### config.mk
export PLATFORM = sky130hd
export DESIGN_NAME = iirtdf2_cell
export DESIGN_NICKNAME = d
export VERILOG_FILES = /design/src/iirtdf2_pkg.sv /design/src/iirtdf2_cell.sv
export SDC_FILE = /design/constraint.sdc
export NUM_CORES = 2
export LEC_CHECK = 0
export BUFFER_PORTS_ARGS = -buffer_cell sky130_fd_sc_hd__buf_2
export CAP_MARGIN = 20
export CELL_PAD_IN_SITES_DETAIL_PLACEMENT = 0
export CELL_PAD_IN_SITES_GLOBAL_PLACEMENT = 2
export CORE_ASPECT_RATIO = 0.6
export CORE_MARGIN = 8
export CORE_UTILIZATION = 31
export CTS_BUF_LIST = sky130_fd_sc_hd__clkbuf_4 sky130_fd_sc_hd__clkbuf_8
export CTS_CLUSTER_DIAMETER = 200
export DETAILED_ROUTE_END_ITERATION = 8
export PLACE_DENSITY_LB_ADDON = 0.1
export RECOVER_POWER = 25
export SLEW_MARGIN = 20
export SYNTH_ARGS = -nofsm -noshare
export SYNTH_HDL_FRONTEND = slang
export SYNTH_SLANG_ARGS = --single-unit
### constraint.sdc
create_clock -name clk -period 18.9 [get_ports clk]
set_input_delay 5.67 -clock clk [delete_from_list [all_inputs] [get_ports clk]]
set_output_delay 5.67 -clock clk [all_outputs]
set_load 0.02 [all_outputs]
### src/iirtdf2_pkg.sv
// Shared constants, types and saturation helper for the transposed DF-II IIR filter.
// No dependencies; every other file in src imports this package.
package iirtdf2_pkg;

	localparam int MAX_ORDER      = 3;
	localparam int SAMPLE_BITS    = 16;
	localparam int COEF_BITS      = 20;
	localparam int COEF_FRAC_BITS = 16;
	localparam int STATE_BITS     = 40;
	localparam int ORDER_BITS     = 2;
	localparam int DATA_BITS      = 32;
	localparam int REG_IDX_BITS   = 3;
	localparam int ADDR_BITS      = REG_IDX_BITS + 2;

	// product and accumulator widths
	localparam int BU_BITS  = SAMPLE_BITS + COEF_BITS;
	localparam int AY_BITS  = STATE_BITS + COEF_BITS;
	localparam int ACC_BITS = AY_BITS - COEF_FRAC_BITS + 2;

	localparam logic [REG_IDX_BITS-1:0] REG_ORDER = 3'd0;
	localparam logic [REG_IDX_BITS-1:0] REG_B0    = 3'd1;
	localparam logic [REG_IDX_BITS-1:0] REG_B1    = 3'd2;
	localparam logic [REG_IDX_BITS-1:0] REG_B2    = 3'd3;
	localparam logic [REG_IDX_BITS-1:0] REG_B3    = 3'd4;
	localparam logic [REG_IDX_BITS-1:0] REG_A1    = 3'd5;
	localparam logic [REG_IDX_BITS-1:0] REG_A2    = 3'd6;
	localparam logic [REG_IDX_BITS-1:0] REG_A3    = 3'd7;

	localparam logic KIND_FILTER = 1'b0;
	localparam logic KIND_CLEAR  = 1'b1;

	typedef struct packed {
		logic [ORDER_BITS-1:0]               order;
		logic [MAX_ORDER:0][COEF_BITS-1:0]   b;
		logic [MAX_ORDER:1][COEF_BITS-1:0]   a;
	} cfg_t;

	typedef struct packed {
		logic load_bu;
		logic load_ay;
		logic update;
		logic clear;
		logic active;
		logic last;
	} cell_ctrl_t;

	typedef struct packed {
		logic [STATE_BITS-1:0] val;
		logic                  clip;
	} sat_t;

	function automatic sat_t sat_state(input logic signed [ACC_BITS-1:0] v);
		logic signed [ACC_BITS-1:0] hi;
		logic signed [ACC_BITS-1:0] lo;
		sat_t r;
		hi = (ACC_BITS'(1) <<< (STATE_BITS - 1)) - ACC_BITS'(1);
		lo = -hi - ACC_BITS'(1);
		r.clip = 1'b0;
		r.val  = v[STATE_BITS-1:0];
		if (v > hi) begin
			r.val  = hi[STATE_BITS-1:0];
			r.clip = 1'b1;
		end else if (v < lo) begin
			r.val  = lo[STATE_BITS-1:0];
			r.clip = 1'b1;
		end
		return r;
	endfunction

endpackage

### src/iirtdf2_cell.sv
// One delay cell of the transposed DF-II chain: holds s[i-1], forms b[i]*u and a[i]*y,
// and takes s[i] from its right neighbor. Depends on iirtdf2_pkg.
module iirtdf2_cell import iirtdf2_pkg::*; (
	input  logic                          clk,
	input  logic                          arst_n,
	input  cell_ctrl_t                    ctrl,
	input  logic signed [COEF_BITS-1:0]   coef_b,
	input  logic signed [COEF_BITS-1:0]   coef_a,
	input  logic signed [SAMPLE_BITS-1:0] u,
	input  logic signed [STATE_BITS-1:0]  y,
	input  logic signed [STATE_BITS-1:0]  next_state,
	output logic signed [STATE_BITS-1:0]  state,
	output logic                          clip
);

	localparam logic signed [AY_BITS-1:0] AY_HALF = AY_BITS'(1) <<< (COEF_FRAC_BITS - 1);

	logic signed [BU_BITS-1:0]    bu_s1;
	logic signed [AY_BITS-1:0]    ay_s3;
	logic signed [STATE_BITS-1:0] state_q;
	logic signed [AY_BITS-1:0]    ay_half;
	logic signed [AY_BITS-1:0]    ay_rnd;
	logic signed [STATE_BITS-1:0] link;
	logic signed [ACC_BITS-1:0]   acc;
	sat_t                         acc_sat;

	always_ff @(posedge clk) begin
		if (ctrl.load_bu) begin
			bu_s1 <= coef_b * u;
		end
		if (ctrl.load_ay) begin
			ay_s3 <= coef_a * y;
		end
	end

	// a*y rounded to Q.16: add one half, floor shift
	always_comb begin
		ay_half = ay_s3 + AY_HALF;
		ay_rnd  = ay_half >>> COEF_FRAC_BITS;
		link    = ctrl.last ? '0 : next_state;
		acc     = ACC_BITS'(bu_s1) - $signed(ay_rnd[ACC_BITS-1:0]) + ACC_BITS'(link);
		acc_sat = sat_state(acc);
	end

	always_ff @(posedge clk or negedge arst_n) begin
		if (!arst_n) begin
			state_q <= '0;
		end else if (ctrl.clear) begin
			state_q <= '0;
		end else if (ctrl.update && ctrl.active) begin
			state_q <= acc_sat.val;
		end
	end

	assign state = state_q;
	assign clip  = ctrl.active & acc_sat.clip;

endmodule

After elaboration in Yosys (flattened, before gate mapping)
Index checks and enable logic that the tools add are counted.
{"block": "totals", "in_bits": 144, "ff_bits": 136, "word_cells": 18, "output_inout_bits": 41}
{"block": "classes", "n_bitwise": 1, "n_mul": 2, "mux": 5, "addsub": 3, "reduce_logical": 2, "n_lt_le_gt_ge": 2}
{"op": "40-bit two-way mux", "count": 3}
{"op": "41-bit two-way mux", "count": 2}
{"op": "60-bit by 17-bit adder with 60-bit output, second input constant", "count": 1}
{"op": "20-bit by 40-bit multiplier with 60-bit output", "count": 1}
{"op": "45-bit by 40-bit adder with 46-bit output", "count": 1}
{"op": "46-bit by 40-bit > comparator with 1-bit output, second input constant", "count": 1}
{"op": "46-bit by 40-bit less-than comparator with 1-bit output, second input constant", "count": 1}
{"op": "36-bit by 44-bit subtractor with 45-bit output", "count": 1}
{"op": "20-bit by 16-bit multiplier with 36-bit output", "count": 1}
{"op": "2-bit nonzero test", "count": 1}
{"op": "1-bit AND", "count": 1}
{"op": "1-bit logical AND", "count": 1}

Logic depth before layout (Yosys ltp)
{"block": "logic_depth", "word_depth": 8, "ltp_mapped": 28, "mapped_depth_nobuf": 27}

Worst setup path after synthesis
No wires, ideal clock.
{"block": "synth_path", "path_kind": "input-to-output", "startpoint": "input ctrl[0] (netlist name)", "endpoint": "output clip", "path_stages": 17, "t_required_ns": 13.230, "path_buffers": 1, "t_arrival_ns": 9.321, "setup_slack_ns": 3.909, "cell_sequence": "clkbuf_1 -> nand2b_1 -> ha_1 -> inv_1 -> ha_1 -> fa_1 -> a211oi_2 -> o21ai_2 -> a21oi_2 -> o31a_1 -> a221o_2 -> o31ai_4 -> or4_1 -> nor3b_2 -> or4_1 -> a21oi_1 -> nor2b_1"}
{"block": "synth_between", "elab_chain_cells": 6, "word_cells_on_any_way": 7, "classes_between": "add/sub: 1; order compare: 2; mux: 3; bitwise: 1"}
{"element": "start, declared", "line_no": "iirtdf2_cell.sv:6", "source": "input cell_ctrl_t ctrl,"}
{"element": "40-bit two-way mux *", "line_no": "iirtdf2_cell.sv:40", "source": "link = ctrl.last ? '0 : next_state;"}
{"element": "45-bit by 40-bit adder with 46-bit output *", "line_no": "iirtdf2_cell.sv:41", "source": "acc = ACC_BITS'(bu_s1) - $signed(ay_rnd[ACC_BITS-1:0]) + ACC_BITS'(link);"}
{"element": "46-bit by 40-bit less-than comparator with 1-bit output", "line_no": "iirtdf2_pkg.sv:63", "source": "end else if (v < lo) begin"}
{"element": "41-bit two-way mux", "line_no": "iirtdf2_pkg.sv:63"}
{"element": "41-bit two-way mux *", "line_no": "iirtdf2_pkg.sv:60", "source": "if (v > hi) begin"}
{"element": "1-bit AND *", "line_no": "iirtdf2_cell.sv:56", "source": "assign clip = ctrl.active & acc_sat.clip;"}
{"element": "end, declared", "line_no": "iirtdf2_cell.sv:13", "source": "output logic clip"}
Mark *: on every way between the ends. The rest lies on a longest branch, timed or not.

Worst setup path after layout
Same ends and word-level chain as after synthesis.

==> reports/summary.txt <==
Outcome: finished, violations left
Failing checks: capacitance limit, slew limit
Clk sink count: 121
Largest family of logic cells by synthesized area: adder cells
Setup crit end kind: output pin
Layout cells sized above 1: 5.00%
Die width: 520 um
GR Overflow Total: 0
Placer Congestion: 0.848
Worst Path Max Fanout: 25
Layout Area Growth over Synthesis: 6.72%
Post-Synth XOR/XNOR Area: 3.15%
Hold Violations, Final: 0
Postcts setup bufs: 0
RSZ-0062 raised after global routing: false
Max Clock Freq: 59.6 MHz
Worst hold path depth: 1
Avg Cell Area, Syn: 9.20 um^2
Vias in the first global route: 37400
Mux contribution to synthesized area: 0.109%
Min Clock Period, post-route: 16.77 ns
Hold WC Path Type: reg -> reg
Largest net degree at the start of global routing: 46
Detailed placement HPWL: 130 mm
Post-CTS Resized: 0
Pins Over Slew Limit: 78
Routed met3 length: 8.20 mm
Synth Area in Adders: 55.8%
Crit Path Class: in -> out
R2R Setup Slk: 11.00 ns
R2R cell count: 22
Highest routed layer: met5
Post-synthesis sequential area ratio: 7.27%
Post-synth EDFFs: 81
Met1 WL: 85.6 mm
Cells along the critical path: buf_2, nor2b_1, fa_1, fa_1, a211oi_2, o21ai_2, a211o_1, a21oi_1, a211oi_1, a211oi_1, xnor2_1, nand3_1, or4_1, a21oi_1, nor2b_1, buf_2
Critical Path RT: 13.23 ns
Port Buffer Count: 184
Syn nets: 6703
Setup TNS: 0 ns
CP max-delay cell: a21oi_1
CP peak stage delay: 0.77 ns
DRC marker count from the first detailed-route iteration: 2231
Drt total wl: 163 mm
Synth Area in Compound Gates: 6.38%
Worst setup skew after layout: 0.0208 ns
Antenna violations before repair: 21
Setup violators final: 0
First-pass GRT wire length: 250 mm
Commonest non-fill, non-tap cells in the layout: inv_1, fa_1, nand2_1
YS warnings: 0
Max-cap violations: 2
Total number of vias: 33600
Io pins: 185
Gate Count Post-Synth: 5137
Slew HR: -92.7%
Cell Rows: 111
Post-route ant nets: 0
DRC: 0
Root Buffer: clkbuf_8
Ys async rst share: 33.1%
Main synth FF type: edfxtp_1
Total track usage: 20.2%
Via/cell ratio: 4.68
Reg clk slew, reported paths: 0.09 ns
Core Area: 0.152 mm^2
Final nets: 6688
Measured slew at the worst slew-check pin: 2.89 ns
CP Data Arrival Time: 11.10 ns
Crit start category: primary input
Starting density of the core: 31.1%
Die area: 0.166 mm^2
CTS HTree Levels: 4
CTS tree: done
Routed WL per cell: 22.7 um
Final Cycle Share: 88.7%
Metal2 WL: 66.9 mm
Commonest non-fill, non-tap cell in the layout: inv_1
Clock latency on the worst-skew pair: 0.54 ns
Detailed Routing Iterations Pass 1: 5
Clk buf depth: 2
Die Y: 318 um
Seq cells post-synth: 121
Syn Std Cell Area: 0.0472 mm^2
CTS buffer count: 17
# hold bufs at CTS: 0
Simple-gate area share of the yosys netlist: 15.4%
Post-synth cell types: 73
[stage by stage]
step                      instances  hold slack (ns)  area, um^2  util (%)  worst slack [ns]
final                          7182            0.512       50400      33.2              2.13
after floorplan                5137            0.580       47200         -              3.91
after CTS                      7169            0.520       50400      33.2              2.14
after global routing           7169            0.533       50400      33.2              1.61
after global placement         7137            0.488       50000      32.9              2.14
after detailed placement       7137            0.498       50000      32.9              2.17
[path summary, 6_finish.rpt]
kind                       startpoint         to
setup / recovery              ctrl[0]       clip
hold / removal              state[22]  state[22]
min in group asynchronous      arst_n   state[3]
hold reg to reg             state[22]  state[22]
max in group asynchronous      arst_n  state[37]
setup reg to reg            ay_s3[21]   state[0]
[critical path, delay by kind of cell]
family | cells | cell delay (ns)
AOI/OAI and AO/OA | 7 | 2.72
xor gates and xnor gates | 1 | 0.19
adders and majority gates | 2 | 0.99
buffers and inverters | 2 | 0.63
and+or+nand+nor | 4 | 0.89
[cell families (layout without fill, tap and decap cells)]
| kind of cell | count (synthesis) | in the layout |
|---|---|---|
| AO/OA/AOI/OAI | 434 | 434 |
| AND/OR/NAND/NOR | 1495 | 1495 |
| buffers and inverters | 1490 | 1488 |
| multiplexers | 5 | 5 |
| XOR/XNOR | 170 | 170 |
| other | 0 | 13 |
| adder cells (fa/ha/maj) | 1422 | 1422 |
| flip-flops | 121 | 121 |
[Yosys cell counts, types with 11 or more instances]
cell type  instances  area, um^2
edfxtp_1          81        2430
o21bai_1          20         150
clkbuf_1         237         890
inv_1           1243        4670
a211oi_1          11        82.6
nand3_1           46         230
ha_1             281        3520
nor2b_1           54         338
xor2_1            66         578
nor2_1           121         454
a21oi_1          116         581
xnor2_1          104         911
dfrtp_1           40        1000
o21a_1            19         143
nand2b_1          33         206
o211ai_1          12        90.1
and3_1            15        93.8
a21o_1            73         548
and2_1           451        2820
a221o_1           41         410
fa_1            1141       22800
o21ai_0           63         315
nor3_1            23         115
nand2_1          693        2600
nand4_1           30         188
[flip-flops by register name, indices dropped and copies added, names as in the netlist]
name and flops:
state 40, bu_s1 36, ay_s3 45
[layer usage]
layer  track usage (%)  vias up
met3              3.16       94
met2              29.4      699
met1              31.8    17600
met4              3.06        2
li1                  -    15200
met5                 0        -
[final cells by class]
class	instances	area (um^2)
clock buffer	22	278
sequential	121	3430
fill	16100	102000
inverter	1243	4670
multi-input combinational	3526	38200
timing repair buffer	213	1130
antenna	13	32.5
tap	2034	2540
clock inverter	10	120
Power is not shown: default switching activity piles up to over one toggle a cycle in this logic, so the estimate is an artifact.
