`config.mk`:
```
export PLATFORM = sky130hd
export DESIGN_NAME = iirtdf2_regs
export DESIGN_NICKNAME = d
export VERILOG_FILES = /design/src/iirtdf2_pkg.sv /design/src/iirtdf2_regs.sv
export SDC_FILE = /design/constraint.sdc
export NUM_CORES = 1
export LEC_CHECK = 0
export ABC_AREA = 1
export BUFFER_PORTS_ARGS = -buffer_cell sky130_fd_sc_hd__buf_4
export CAP_MARGIN = 20
export CELL_PAD_IN_SITES_DETAIL_PLACEMENT = 0
export CELL_PAD_IN_SITES_GLOBAL_PLACEMENT = 1
export CORE_MARGIN = 2
export CORE_UTILIZATION = 37
export DETAILED_ROUTE_END_ITERATION = 16
export PLACE_DENSITY = 0.77
export SYNTH_ARGS = -nofsm -noshare
export SYNTH_HDL_FRONTEND = slang
export SYNTH_SLANG_ARGS = --single-unit
```
`constraint.sdc`:
```
create_clock -name clk -period 2.13 [get_ports clk]
set_input_delay 0.3195 -clock clk [delete_from_list [all_inputs] [get_ports clk]]
set_output_delay 0.3195 -clock clk [all_outputs]
set_load 0.01 [all_outputs]
```
`src/iirtdf2_pkg.sv`:
```
// Shared constants, types and saturation helper for the transposed DF-II IIR filter.
// No dependencies; every other file in src imports this package.
package iirtdf2_pkg;

	localparam int MAX_ORDER      = 3;
	localparam int SAMPLE_BITS    = 16;
	localparam int COEF_BITS      = 20;
	localparam int COEF_FRAC_BITS = 16;
	localparam int STATE_BITS     = 40;
	localparam int ORDER_BITS     = 2;
	localparam int DATA_BITS      = 32;
	localparam int REG_IDX_BITS   = 3;
	localparam int ADDR_BITS      = REG_IDX_BITS + 2;

	// product and accumulator widths
	localparam int BU_BITS  = SAMPLE_BITS + COEF_BITS;
	localparam int AY_BITS  = STATE_BITS + COEF_BITS;
	localparam int ACC_BITS = AY_BITS - COEF_FRAC_BITS + 2;

	localparam logic [REG_IDX_BITS-1:0] REG_ORDER = 3'd0;
	localparam logic [REG_IDX_BITS-1:0] REG_B0    = 3'd1;
	localparam logic [REG_IDX_BITS-1:0] REG_B1    = 3'd2;
	localparam logic [REG_IDX_BITS-1:0] REG_B2    = 3'd3;
	localparam logic [REG_IDX_BITS-1:0] REG_B3    = 3'd4;
	localparam logic [REG_IDX_BITS-1:0] REG_A1    = 3'd5;
	localparam logic [REG_IDX_BITS-1:0] REG_A2    = 3'd6;
	localparam logic [REG_IDX_BITS-1:0] REG_A3    = 3'd7;

	localparam logic KIND_FILTER = 1'b0;
	localparam logic KIND_CLEAR  = 1'b1;

	typedef struct packed {
		logic [ORDER_BITS-1:0]               order;
		logic [MAX_ORDER:0][COEF_BITS-1:0]   b;
		logic [MAX_ORDER:1][COEF_BITS-1:0]   a;
	} cfg_t;

	typedef struct packed {
		logic load_bu;
		logic load_ay;
		logic update;
		logic clear;
		logic active;
		logic last;
	} cell_ctrl_t;

	typedef struct packed {
		logic [STATE_BITS-1:0] val;
		logic                  clip;
	} sat_t;

	function automatic sat_t sat_state(input logic signed [ACC_BITS-1:0] v);
		logic signed [ACC_BITS-1:0] hi;
		logic signed [ACC_BITS-1:0] lo;
		sat_t r;
		hi = (ACC_BITS'(1) <<< (STATE_BITS - 1)) - ACC_BITS'(1);
		lo = -hi - ACC_BITS'(1);
		r.clip = 1'b0;
		r.val  = v[STATE_BITS-1:0];
		if (v > hi) begin
			r.val  = hi[STATE_BITS-1:0];
			r.clip = 1'b1;
		end else if (v < lo) begin
			r.val  = lo[STATE_BITS-1:0];
			r.clip = 1'b1;
		end
		return r;
	endfunction

endpackage

```
`src/iirtdf2_regs.sv`:
```
// APB configuration registers: filter order and the b/a coefficient set.
// Depends on iirtdf2_pkg.
module iirtdf2_regs import iirtdf2_pkg::*; (
	input  logic                 clk,
	input  logic                 arst_n,
	input  logic                 psel,
	input  logic                 penable,
	input  logic                 pwrite,
	input  logic [ADDR_BITS-1:0] paddr,
	input  logic [DATA_BITS-1:0] pwdata,
	output logic [DATA_BITS-1:0] prdata,
	output cfg_t                 cfg
);

	// order 1, b0 = 1.0 in the low slot of b, everything else zero
	localparam cfg_t CFG_RESET = '{
		order: ORDER_BITS'(1),
		b:     (COEF_BITS * (MAX_ORDER + 1))'(1) << COEF_FRAC_BITS,
		a:     '0
	};

	cfg_t                    cfg_q;
	logic [REG_IDX_BITS-1:0] idx;
	logic                    wr;

	assign idx = paddr[ADDR_BITS-1:2];
	// pready is tied high, so the access phase always completes
	assign wr  = psel & penable & pwrite;

	always_ff @(posedge clk or negedge arst_n) begin
		if (!arst_n) begin
			cfg_q <= CFG_RESET;
		end else if (wr) begin
			case (idx)
				REG_ORDER: cfg_q.order <= pwdata[ORDER_BITS-1:0];
				REG_B0:    cfg_q.b[0]  <= pwdata[COEF_BITS-1:0];
				REG_B1:    cfg_q.b[1]  <= pwdata[COEF_BITS-1:0];
				REG_B2:    cfg_q.b[2]  <= pwdata[COEF_BITS-1:0];
				REG_B3:    cfg_q.b[3]  <= pwdata[COEF_BITS-1:0];
				REG_A1:    cfg_q.a[1]  <= pwdata[COEF_BITS-1:0];
				REG_A2:    cfg_q.a[2]  <= pwdata[COEF_BITS-1:0];
				REG_A3:    cfg_q.a[3]  <= pwdata[COEF_BITS-1:0];
				default:   ;
			endcase
		end
	end

	always_comb begin
		case (idx)
			REG_ORDER: prdata = DATA_BITS'(cfg_q.order);
			REG_B0:    prdata = DATA_BITS'($signed(cfg_q.b[0]));
			REG_B1:    prdata = DATA_BITS'($signed(cfg_q.b[1]));
			REG_B2:    prdata = DATA_BITS'($signed(cfg_q.b[2]));
			REG_B3:    prdata = DATA_BITS'($signed(cfg_q.b[3]));
			REG_A1:    prdata = DATA_BITS'($signed(cfg_q.a[1]));
			REG_A2:    prdata = DATA_BITS'($signed(cfg_q.a[2]));
			REG_A3:    prdata = DATA_BITS'($signed(cfg_q.a[3]));
			default:   prdata = '0;
		endcase
	end

	assign cfg = cfg_q;

endmodule

```
-- Yosys cells after proc, flatten, opt, wreduce, memory -nomap -nowiden
Index checks and enable logic that the tools add are counted.
- register bits after elaboration: 142
- bits in latches: 0
- memory bits (writable): 0
- memory bits (read-only): 0
- output and inout port bits: 174
- logic and storage cells: 27
- memories kept: 0
- add/subtract/negate cells: 0
- multiply operators: 0
- divide/modulo/power cells: 0
- magnitude comparators: 0
- eq/ne operators: 7
- shifts and indexed selects: 0
- multiplexer cells: 1
- bitwise logic cells: 2
- reduce and logical (&&, ||, !) cells: 9
- operators with widths (kind ; number):
    $pmux W32 S8 ; 1
    $reduce_and A2 Y1 ; 8
    $eq A3 B3 Y1 const B ; 4
    $eq A3 B2 Y1 const B ; 2
    $eq A3 B1 Y1 const B ; 1
    $logic_not A3 Y1 ; 1
    $and A1 B1 Y1 ; 2

-- Depth between registers and ports, before layout
Gate-level depths: netlist of run 1.
- depth in word-level cells: 3
- mapped depth: 10
- mapped depth without buffers: 7

-- Worst setup path before layout of run 1
Ideal clock, no wire load.
- path type: input to output
- from: in paddr[4]
- to: out prdata[20]
- data arrival time: 1.506 ns
- data required time: 1.811 ns
- path slack: 0.304 ns
- stages: 10
- buffers on the path: 4
- path through: buf_6 -> inv_4 -> buf_8 -> nor3_2 -> buf_2 -> nand2_1 -> nand2_1 -> nor2_1 -> nand2_1 -> buf_4
- cells in the longest elaborated chain, start to end: 2
- RTL lines (element ; RTL line ; text):
    start, declared ; iirtdf2_regs.sv:9 ; input logic [ADDR_BITS-1:0] paddr,
    $eq A3 B3 Y1, or another cell as far along ; iirtdf2_regs.sv:49 ; case (idx)
    $pmux W32 S8 * ; iirtdf2_regs.sv:49 ;
    end, declared ; iirtdf2_regs.sv:11 ; output logic [DATA_BITS-1:0] prdata,
Mark *: on every way between the ends. The rest lies on a longest branch, timed or not.

-- Worst setup path after layout of run 1
- from: in paddr[3]
- to: out prdata[8]
Same word-level chain as after synthesis.

==> results by group, run 1 <==
Run status
  • Status: completed

STA
  • Setup TNS: 0 ps
  • Fin. max-slew vios: 0
  • Period minus WS final: 2090 ps
  • Clock skew: 0 ps
  • Final setup vio count: 0
  • RSZ-0062 raised after global routing: no
  • Worst slew margin: 0.616
  • Final Hold Viols: 0
  • Worst-Margin Slew: 575 ps
  • Final period utilization: 0.982
  • Fmax: 478 MHz

Placement
  • Port Buffers: 201
  • Post-place instance area: 0.00851 mm^2
  • Final RePlAce weighted congestion: 0.823
  • Hpwl dp: 16,300 um
  • Placed Cells: 1,217

Critical path
  • Crit-path max cell delay: 270 ps
  • Arrival time at the worst endpoint: 1770 ps
  • Critical-path maximum fanout: 12
  • CP Cell Sequence: buf_4, buf_4, buf_4, nand3_4, inv_4, nand2_1, nand2_1, nor2_1, nand2_1, buf_4
  • Crit-path most repeated cell: buf_4
  • Critical Path Start Type: input pin
  • Worst Path Required: 1810 ps
  • Critical path class: input pin to output port
  • Crit end category: output port
  • CP max-delay cell: nor2_1
  • CP bufs+invs: 5
  • Cell family with most CP delay: buffers and inverters

Logic synthesis
  • #FFs+latches synth: 142
  • Fraction of registers with async set/reset: 1.00
  • Mapped Nets: 860
  • Mapped Area: 0.00680 mm^2
  • Main synth FF type: dfrtp_1
  • Cell variety after synth: 25
  • EDFF count, synth: 0
  • Seq/Total Area, Yosys: 0.523
  • Ys Warns: 0
  • Area leader, netlist: dfrtp_1
  • Syn Inst Count: 818
  • Syn avg cell area: 8.31 um^2
  • Dominant cells by area after synthesis: dfrtp_1, nand2_1, o21ai_0
  • Top-area cell type share of the netlist area: 0.515

Power
  • Net Switching: 2.86 mW
  • Clk pwr share: 0.336
  • Internal power: 6.44 mW
  • Comb pwr share: 0.265
  • Power density cells: 1010 mW/mm^2
  • Tot Pwr: 9.30 mW
  • Reg power frac: 0.399
  • Sw Ratio: 0.307
  • VDD IR max: 0.000563 V
  • P_leak: 4.70 nW

Finish
  • Design area: 0.00917 mm^2
  • Share of cells above drive strength 1: 0.310
  • Non-filler cells, final: 1,248
  • # nets final: 1,050
  • Max reg flops: 142
  • Area delta synth->final: 34.9%
  • Fillers: 1,756
  • ANT cells: 0
  • End-of-flow core utilization: 0.510

Floorplan
  • Die span in y: 140 um
  • Die Area: 0.0195 mm^2
  • # IOs: 216
  • CORE AREA: 0.0180 mm^2
  • Rows: 49
  • Die Width: 140 um
  • Starting density of the core: 0.378

Global route
  • Largest net degree at the start of global routing: 50
  • First-pass GRT wire length: 34,900 um
  • Vias in the first global route: 5,867
  • All-Layer GR Usage: 0.235
  • Total gr overflow: 0
  • Initial antenna violation count: 0

Route
  • Detail Route Antenna Nets: 0
  • DR iter-0 viols: 418
  • Total Wirelength: 22,700 um
  • Mean number of vias per cell: 4.98
  • DR vias: 6,216
  • Wirelength per Cell: 18.2 um
  • DRT Pass-1 Iters: 5
  • Remaining DRCs: 0

CTS
  • Clk_lat worst skew: 420 ps
  • Clock Tree Buf Depth: 2
  • CTS tree: done
  • H-Tree Depth: 4
  • Clock transition at the registers of the reported paths: 60 ps
  • Clock Sinks: 142
  • CTS Buf Count: 17
  • CTS Root Cell: clkbuf_16

Hold path
  • Min-Delay Path Class: input pin to register

Job
  • Max-cap violations: 0
cells in the mapped netlist, types with 2 or more instances:
cell type	number
nor2_1	74
o21ai_1	53
a21oi_1	11
o21ai_0	77
inv_2	3
dfstp_2	2
nor3_2	2
buf_2	24
dfrtp_1	140
nand3_1	15
inv_1	70
clkbuf_1	16
buf_6	9
inv_4	3
nand3_4	2
nand2_1	213
nand4_1	53
nand2_2	2
buf_4	14
o21ai_2	30
power groups by stage:
| stage | Clock (mW) | Sequential (mW) | Combinational [mW] |
|---|---|---|---|
| 2_1_floorplan | 0 | 3.90 | 0.869 |
| 3_3_place_gp | 0 | 3.74 | 2.44 |
| 3_5_place_dp | 0 | 3.75 | 2.48 |
| 4_1_cts | 3.16 | 3.71 | 2.49 |
| 5_1_grt | 3.28 | 3.78 | 2.69 |
| 6_report | 3.12 | 3.71 | 2.47 |
layout by cell type, fill, tap and decap left out:
cell type	netlist	layout
a21oi_1	11	11
buf_12	0	5
buf_4	14	228
buf_6	9	2
bufinv_16	0	3
clkbuf_1	16	1
clkbuf_16	0	17
clkbuf_8	0	6
clkinv_2	0	3
dfrtp_1	140	140
dfstp_2	2	2
dlygate4sd3_1	0	1
inv_1	70	70
inv_2	3	3
inv_4	3	3
nand2_1	213	212
nand2_2	2	3
nand2_4	1	1
nand3_1	15	14
nand3_4	2	3
nand4_1	53	53
nor2_1	74	70
nor2_2	1	5
nor3_1	1	1
nor3_2	2	1
nor3_4	0	1
o21ai_0	77	76
o21ai_1	53	54
o21ai_2	30	30
timing repair:
action	in CTS	in global routing
buffers inserted	0	0
hold buffers	1	0
resized for setup	3	6
endpoints found under the setup margin	14	19
cloned	0	0
hold endpoints to repair	44	0
metal layers:
layer,routed length (um),track usage,up-vias,share of wire
met5,0,0,-,0
met4,366,0.0726,0,0.016
met3,1480,0.0416,22,0.065
met2,10300,0.349,232,0.45
met1,10500,0.350,2922,0.47
li1,-,-,3040,-
logic make-up after synthesis:
logic type	share of synthesized area
buffers and inverters	0.103
AO/OA/AOI/OAI	0.142
AND/OR/NAND/NOR	0.232
flip-flops	0.523
metrics by stage:
step,hold WS [ps],setup WS [ps]
after global placement,294,-131
after global routing,113,7.84
after detailed placement,292,-193
after floorplan,23.9,304
final,112,37.3
after CTS,101,42.3
path summary, 6_finish.rpt:
check	cells past startpoint	slack (ps)	startpoint	endpoint
setup / recovery	10	40	paddr[3]	prdata[8]
hold / removal	3	110	pwdata[14]	cfg[34]
setup reg to reg	2	1330	cfg[140]	cfg[140]
hold reg to reg	2	480	cfg[76]	cfg[76]
max in group asynchronous	3	1020	arst_n	cfg[76]
min in group asynchronous	2	410	arst_n	cfg[99]
worst reg2reg max path, stage by stage, from the launching register on:
cell     delay (ps)
dfstp_2         570
nor2_1           60
a21oi_1         110
cell type report:
type / count / area (um^2) / area share
Clock buffer: 24 / 512 / 0.0558
Clock inverter: 6 / 105 / 0.0115
Inverter: 76 / 293 / 0.0319
Multi-Input combinational cell: 535 / 2570 / 0.281
Sequential cell: 142 / 3560 / 0.388
Tap cell: 229 / 287 / 0.0312
Timing Repair Buffer: 236 / 1840 / 0.201
No activity file was read; power rests on OpenSTA's default activity.
==> run 2, diff against run 1 <==
==> constraint.sdc (replaced) <==
create_clock -name clk -period 2.4 [get_ports clk]
set_input_delay 0 -clock clk [delete_from_list [all_inputs] [get_ports clk]]
set_output_delay 0 -clock clk [all_outputs]
set_load 0.01 [all_outputs]
==> run 2 against run 1 <==
Sequential power fell by 11%. Total power decreased by 15%. Worst hold slack worse by 45 ps. Clock power shrank 21%. Register-to-register slack improved by 270 ps. Die area is the same. Count of clock-buffer cells in the layout did not move. Global-route usage is 0.084 points higher. Worst setup slack better by 570 ps. Highest routed layer unchanged.
==> results by group, run 2 (same netlist as run 1, synthesis figures left out) <==
Global route
  • GR Util met1: 0.344
  • Layer with the highest usage: met2
  • Total gr overflow: 0
  • All-Layer GR Usage: 0.235
  • Largest net degree at the start of global routing: 47
  • GRT met2 Usage: 0.353
  • Global-route met3 utilization: 0.0454
  • Vias in the first global route: 5,942
  • Initial antenna violation count: 0
  • First-pass GRT wire length: 34,900 um

Floorplan
  • CORE AREA: 0.0180 mm^2
  • Starting density of the core: 0.378
  • # IOs: 216
  • Rows: 49
  • Die Area: 0.0195 mm^2
  • Die Width: 140 um
  • Die span in y: 140 um

Route
  • Detail Route Antenna Nets: 0
  • DR vias: 6,269
  • Wirelength per Cell: 18.1 um
  • DRT Pass-1 Iters: 5
  • Mean number of vias per cell: 5.00
  • Total Wirelength: 22,700 um
  • DR iter-0 viols: 337
  • Remaining DRCs: 0

Placement
  • Port Buffers: 201
  • Final RePlAce weighted congestion: 0.843
  • Post-place instance area: 0.00835 mm^2
  • Hpwl dp: 15,900 um

CTS
  • Clk_lat worst skew: 420 ps
  • Clock Tree Buf Depth: 2
  • CTS Root Cell: clkbuf_16
  • H-Tree Depth: 4
  • Clock Sinks: 142
  • CTS tree: done
  • Post-CTS sizing: 0
  • Clock transition at the registers of the reported paths: 60 ps
  • CTS Buf Count: 17

Critical path
  • Worst reg2reg setup slack: 1600 ps
  • Critical-path maximum fanout: 13
  • CP Launch Point: cfg[39]
  • Worst Path Required: 2400 ps
  • Arrival time at the worst endpoint: 1790 ps
  • Crit end category: output port
  • Critical path class: register to output port
  • Worst r2r path cells: 2
  • Critical Path Start Type: register
  • Critical R2R Launch: cfg[140]
  • Reg2reg end: cfg[140]

STA
  • Final period utilization: 0.746
  • Final setup vio count: 0
  • Period minus WS final: 1790 ps
  • Fmax: 559 MHz
  • Setup TNS: 0 ps
  • RSZ-0062 raised after global routing: no
  • Final Hold Viols: 0
  • Clock skew: 0 ps
  • Worst slew margin: 0.346
  • Fin. max-slew vios: 0
  • Worst-Margin Slew: 977 ps

Job
  • Max-cap violations: 0

Finish
  • Area delta synth->final: 33.9%
  • # nets final: 1,055
  • Max reg flops: 142
  • Multi-input gate area: 0.00254 mm^2
  • Fillers: 1,776
  • Design area: 0.00910 mm^2
  • Most common cell after layout, fill and taps aside: buf_4
  • Sequential Area: 0.00356 mm^2
  • ANT cells: 0
  • Share of cells above drive strength 1: 0.287
  • Commonest cells after routing, fill and taps aside: buf_4, nand2_1, dfrtp_1

Power
  • P_leak: 4.65 nW
  • Sw Ratio: 0.317
  • Comb pwr share: 0.275
  • Power density cells: 872 mW/mm^2
  • Clk pwr share: 0.311
  • Internal power: 5.42 mW
  • Net Switching: 2.52 mW
  • Reg power frac: 0.414
  • VDD IR max: 0.000527 V

Hold path
  • Min-Delay Path Class: input pin to async pin

Run status
  • Status: completed
-- run 2: cell type report --
class                      count  area share
sequential                   142       0.391
inverter                      76      0.0322
timing repair buffer         241       0.206
clock buffer                  24      0.0529
tap                          229      0.0315
multi-input combinational    535       0.280
clock inverter                 7     0.00687
-- run 2: through the flow --
step / instances / setup WS [ps] / power [mW] / utilization / hold WS [ps]
2_1_floorplan: 818 / 1210 / 4.23 / - / -296
3_3_place_gp: 1202 / 683 / 5.46 / 0.465 / -42.4
3_5_place_dp: 1202 / 620 / 5.50 / 0.465 / -41.9
4_1_cts: 1254 / 611 / 8.00 / 0.507 / 67.1
5_1_grt: 1254 / 519 / 8.34 / 0.507 / 98.7
6_report: 1254 / 610 / 7.94 / 0.507 / 67.1
-- run 2: worst max path at each step --
stage	to	cells after the start
floorplan	prdata[20]	10
global placement	cfg[139]	7
detailed placement	cfg[39]	7
CTS	prdata[30]	5
global route	prdata[25]	5
finish	prdata[25]	5
-- run 2: routing by layer --
| layer | share of wire | wire length [um] |
|---|---|---|
| met5 | 0 | 0 |
| met4 | 0.022 | 495 |
| met3 | 0.067 | 1520 |
| met2 | 0.45 | 10300 |
| met1 | 0.46 | 10400 |
-- run 2: what timing repair did --
action,in CTS,in global routing
setup buffers,0,0
hold buffers,21,0
endpoints found under the hold margin,199,0
-- run 2: critical path, stage by stage, from the launching register on --
cell	delay [ps]
dfrtp_1	390
inv_1	100
o21ai_1	80
nor2_1	240
nand2_1	310
buf_4	250
-- run 2: power groups by stage --
stage	Clock [mW]	Sequential, mW	Combinational (mW)
finish	2.47	3.29	2.18
global placement	0	3.32	2.15
detailed placement	0	3.33	2.17
global route	2.58	3.35	2.40
floorplan	0	3.46	0.771
CTS	2.50	3.29	2.21
==> run 3, diff against run 2 <==
==> constraint.sdc (replaced) <==
create_clock -name clk -period 1.7 [get_ports clk]
set_input_delay 0 -clock clk [delete_from_list [all_inputs] [get_ports clk]]
set_output_delay 0 -clock clk [all_outputs]
set_load 0.01 [all_outputs]
==> run 3 against run 2 <==
Combinational power grew 43%. Clock power up 34%. Sequential share of layout area decreased by 0.37 points. Global-route usage decreased by 0.096 points. Count of clock-buffer cells in the layout fell by 1. Via count increased by 0.21%. Critical path depth stayed put. Register-to-register slack got worse by 700 ps. Total power is 39% higher. Largest power group unchanged.
==> results by group, run 3 (same netlist as run 1, synthesis figures left out) <==
Floorplan
  • Starting density of the core: 0.378
  • Die span in y: 140 um
  • Rows: 49
  • Die Width: 140 um
  • CORE AREA: 0.0180 mm^2
  • Die Area: 0.0195 mm^2
  • # IOs: 216

Power
  • Power density cells: 1200 mW/mm^2
  • Reg power frac: 0.419
  • P_leak: 4.70 nW
  • Sw Ratio: 0.321
  • Internal power: 7.52 mW
  • VDD IR max: 0.000741 V
  • Clk pwr share: 0.300
  • Net Switching: 3.55 mW
  • Tot Pwr: 11.1 mW
  • Comb pwr share: 0.281

Global route
  • GRT met2 Usage: 0.357
  • Global-route met3 utilization: 0.0396
  • GR Util met1: 0.343
  • Total gr overflow: 0
  • Vias in the first global route: 6,010
  • Largest net degree at the start of global routing: 53
  • Layer with the highest usage: met2
  • Initial antenna violation count: 0
  • First-pass GRT wire length: 34,700 um
  • All-Layer GR Usage: 0.235

STA
  • Final Hold Viols: 0
  • Final period utilization: 0.964
  • Final setup vio count: 0
  • Setup TNS: 0 ps
  • Fin. max-slew vios: 0
  • Worst-Margin Slew: 536 ps
  • RSZ-0062 raised after global routing: no
  • Period minus WS final: 1640 ps
  • Worst slew margin: 0.642
  • Fmax: 610 MHz
  • Clock skew: 0 ps
  • Final hold slack: 47.0 ps

Finish
  • Fillers: 1,788
  • ANT cells: 0
  • Share of cells above drive strength 1: 0.295
  • Multi-input gate area: 0.00255 mm^2
  • Non-filler cells, final: 1,263
  • Commonest cells after routing, fill and taps aside: buf_4, nand2_1, dfrtp_1
  • Most common cell after layout, fill and taps aside: buf_4
  • Design area: 0.00919 mm^2
  • Sequential Area: 0.00356 mm^2
  • # nets final: 1,065
  • Max reg flops: 142
  • Area delta synth->final: 35.2%

Hold path
  • Min-Delay Path Class: input pin to async pin

Route
  • DR vias: 6,282
  • Wirelength per Cell: 18.0 um
  • DR iter-0 viols: 531
  • Total Wirelength: 22,700 um
  • Detail Route Antenna Nets: 0
  • Remaining DRCs: 0
  • DRT Pass-1 Iters: 5
  • Mean number of vias per cell: 4.97

Critical path
  • Critical path class: register to output port
  • Worst Path Required: 1700 ps
  • Arrival time at the worst endpoint: 1640 ps
  • Crit-path most repeated cell: nand2_1
  • Critical Path Start Type: register
  • Critical-path maximum fanout: 6
  • Crit end category: output port
  • CP Cell Sequence: nand4_1, nand2_1, nor2_2, nand2_1, buf_4
  • CP max-delay cell: dfrtp_1
  • Crit-path max cell delay: 420 ps

Run status
  • Status: completed

CTS
  • CTS Buf Count: 17
  • Clock Sinks: 142
  • CTS tree: done
  • Clk_lat worst skew: 420 ps
  • CTS Root Cell: clkbuf_16
  • Clock Tree Buf Depth: 2
  • Clock transition at the registers of the reported paths: 60 ps
  • H-Tree Depth: 4

Placement
  • Hpwl dp: 16,200 um
  • Final RePlAce weighted congestion: 0.827
  • Port Buffers: 201
  • Placed Cells: 1,211
  • Post-place instance area: 0.00845 mm^2

Job
  • Max-cap violations: 0
==> run 3: power by group through the flow <==
stage / Sequential, mW / Clock (mW) / Combinational [mW]
after floorplan: 4.89 / 0 / 1.09
after global routing: 4.73 / 3.50 / 3.41
after detailed placement: 4.69 / 0 / 3.10
after global placement: 4.68 / 0 / 3.05
final: 4.63 / 3.32 / 3.11
after CTS: 4.64 / 3.36 / 3.15
==> run 3: metal layers <==
layer | vias up | wire (um)
li1 | 3083 | -
met5 | - | 0
met1 | 2976 | 10600
met2 | 203 | 10400
met3 | 20 | 1260
met4 | 0 | 398
==> run 3: worst max-delay path, delay by kind of cell, from the launching register on <==
family        cells  cell delay [ps]
flops             1              420
simple gates      4              620
buf+inv           1              190
==> run 3: cell type report <==
class                           count  area share
Clock buffer                       23      0.0520
Clock inverter                      7     0.00436
Inverter                           76      0.0319
Multi-Input combinational cell    536       0.278
Sequential cell                   142       0.387
Tap cell                          229      0.0312
Timing Repair Buffer              250       0.216
==> run 3: path summary, 6_finish.rpt <==
path	endpoint	from	depth (start not counted)	slack [ps]
max in group asynchronous	cfg[91]	arst_n	3	980
min in group clk	cfg[140]	penable	5	180
max reg2reg	cfg[140]	cfg[140]	2	900
max	prdata[21]	cfg[19]	5	60
min	cfg[107]	arst_n	2	50
min reg2reg	cfg[76]	cfg[76]	2	490
==> run 3: repair_timing <==
| item | in CTS | in global routing |
|---|---|---|
| hold buffers | 21 | 0 |
| pin swaps | 0 | 1 |
| endpoints found under the hold margin | 224 | 0 |
| resized for setup | 1 | 1 |
| cloned | 0 | 1 |
| setup endpoints to repair | 13 | 13 |
| buffers inserted | 0 | 0 |
==> run 3: stage by stage <==
| stage | worst slack [ps] | util |
|---|---|---|
| final | 60.8 | 0.512 |
| after global routing | 13.9 | 0.512 |
| after CTS | 29.4 | 0.511 |
| after detailed placement | 178 | 0.471 |
| after global placement | 190 | 0.471 |
| after floorplan | 513 | - |
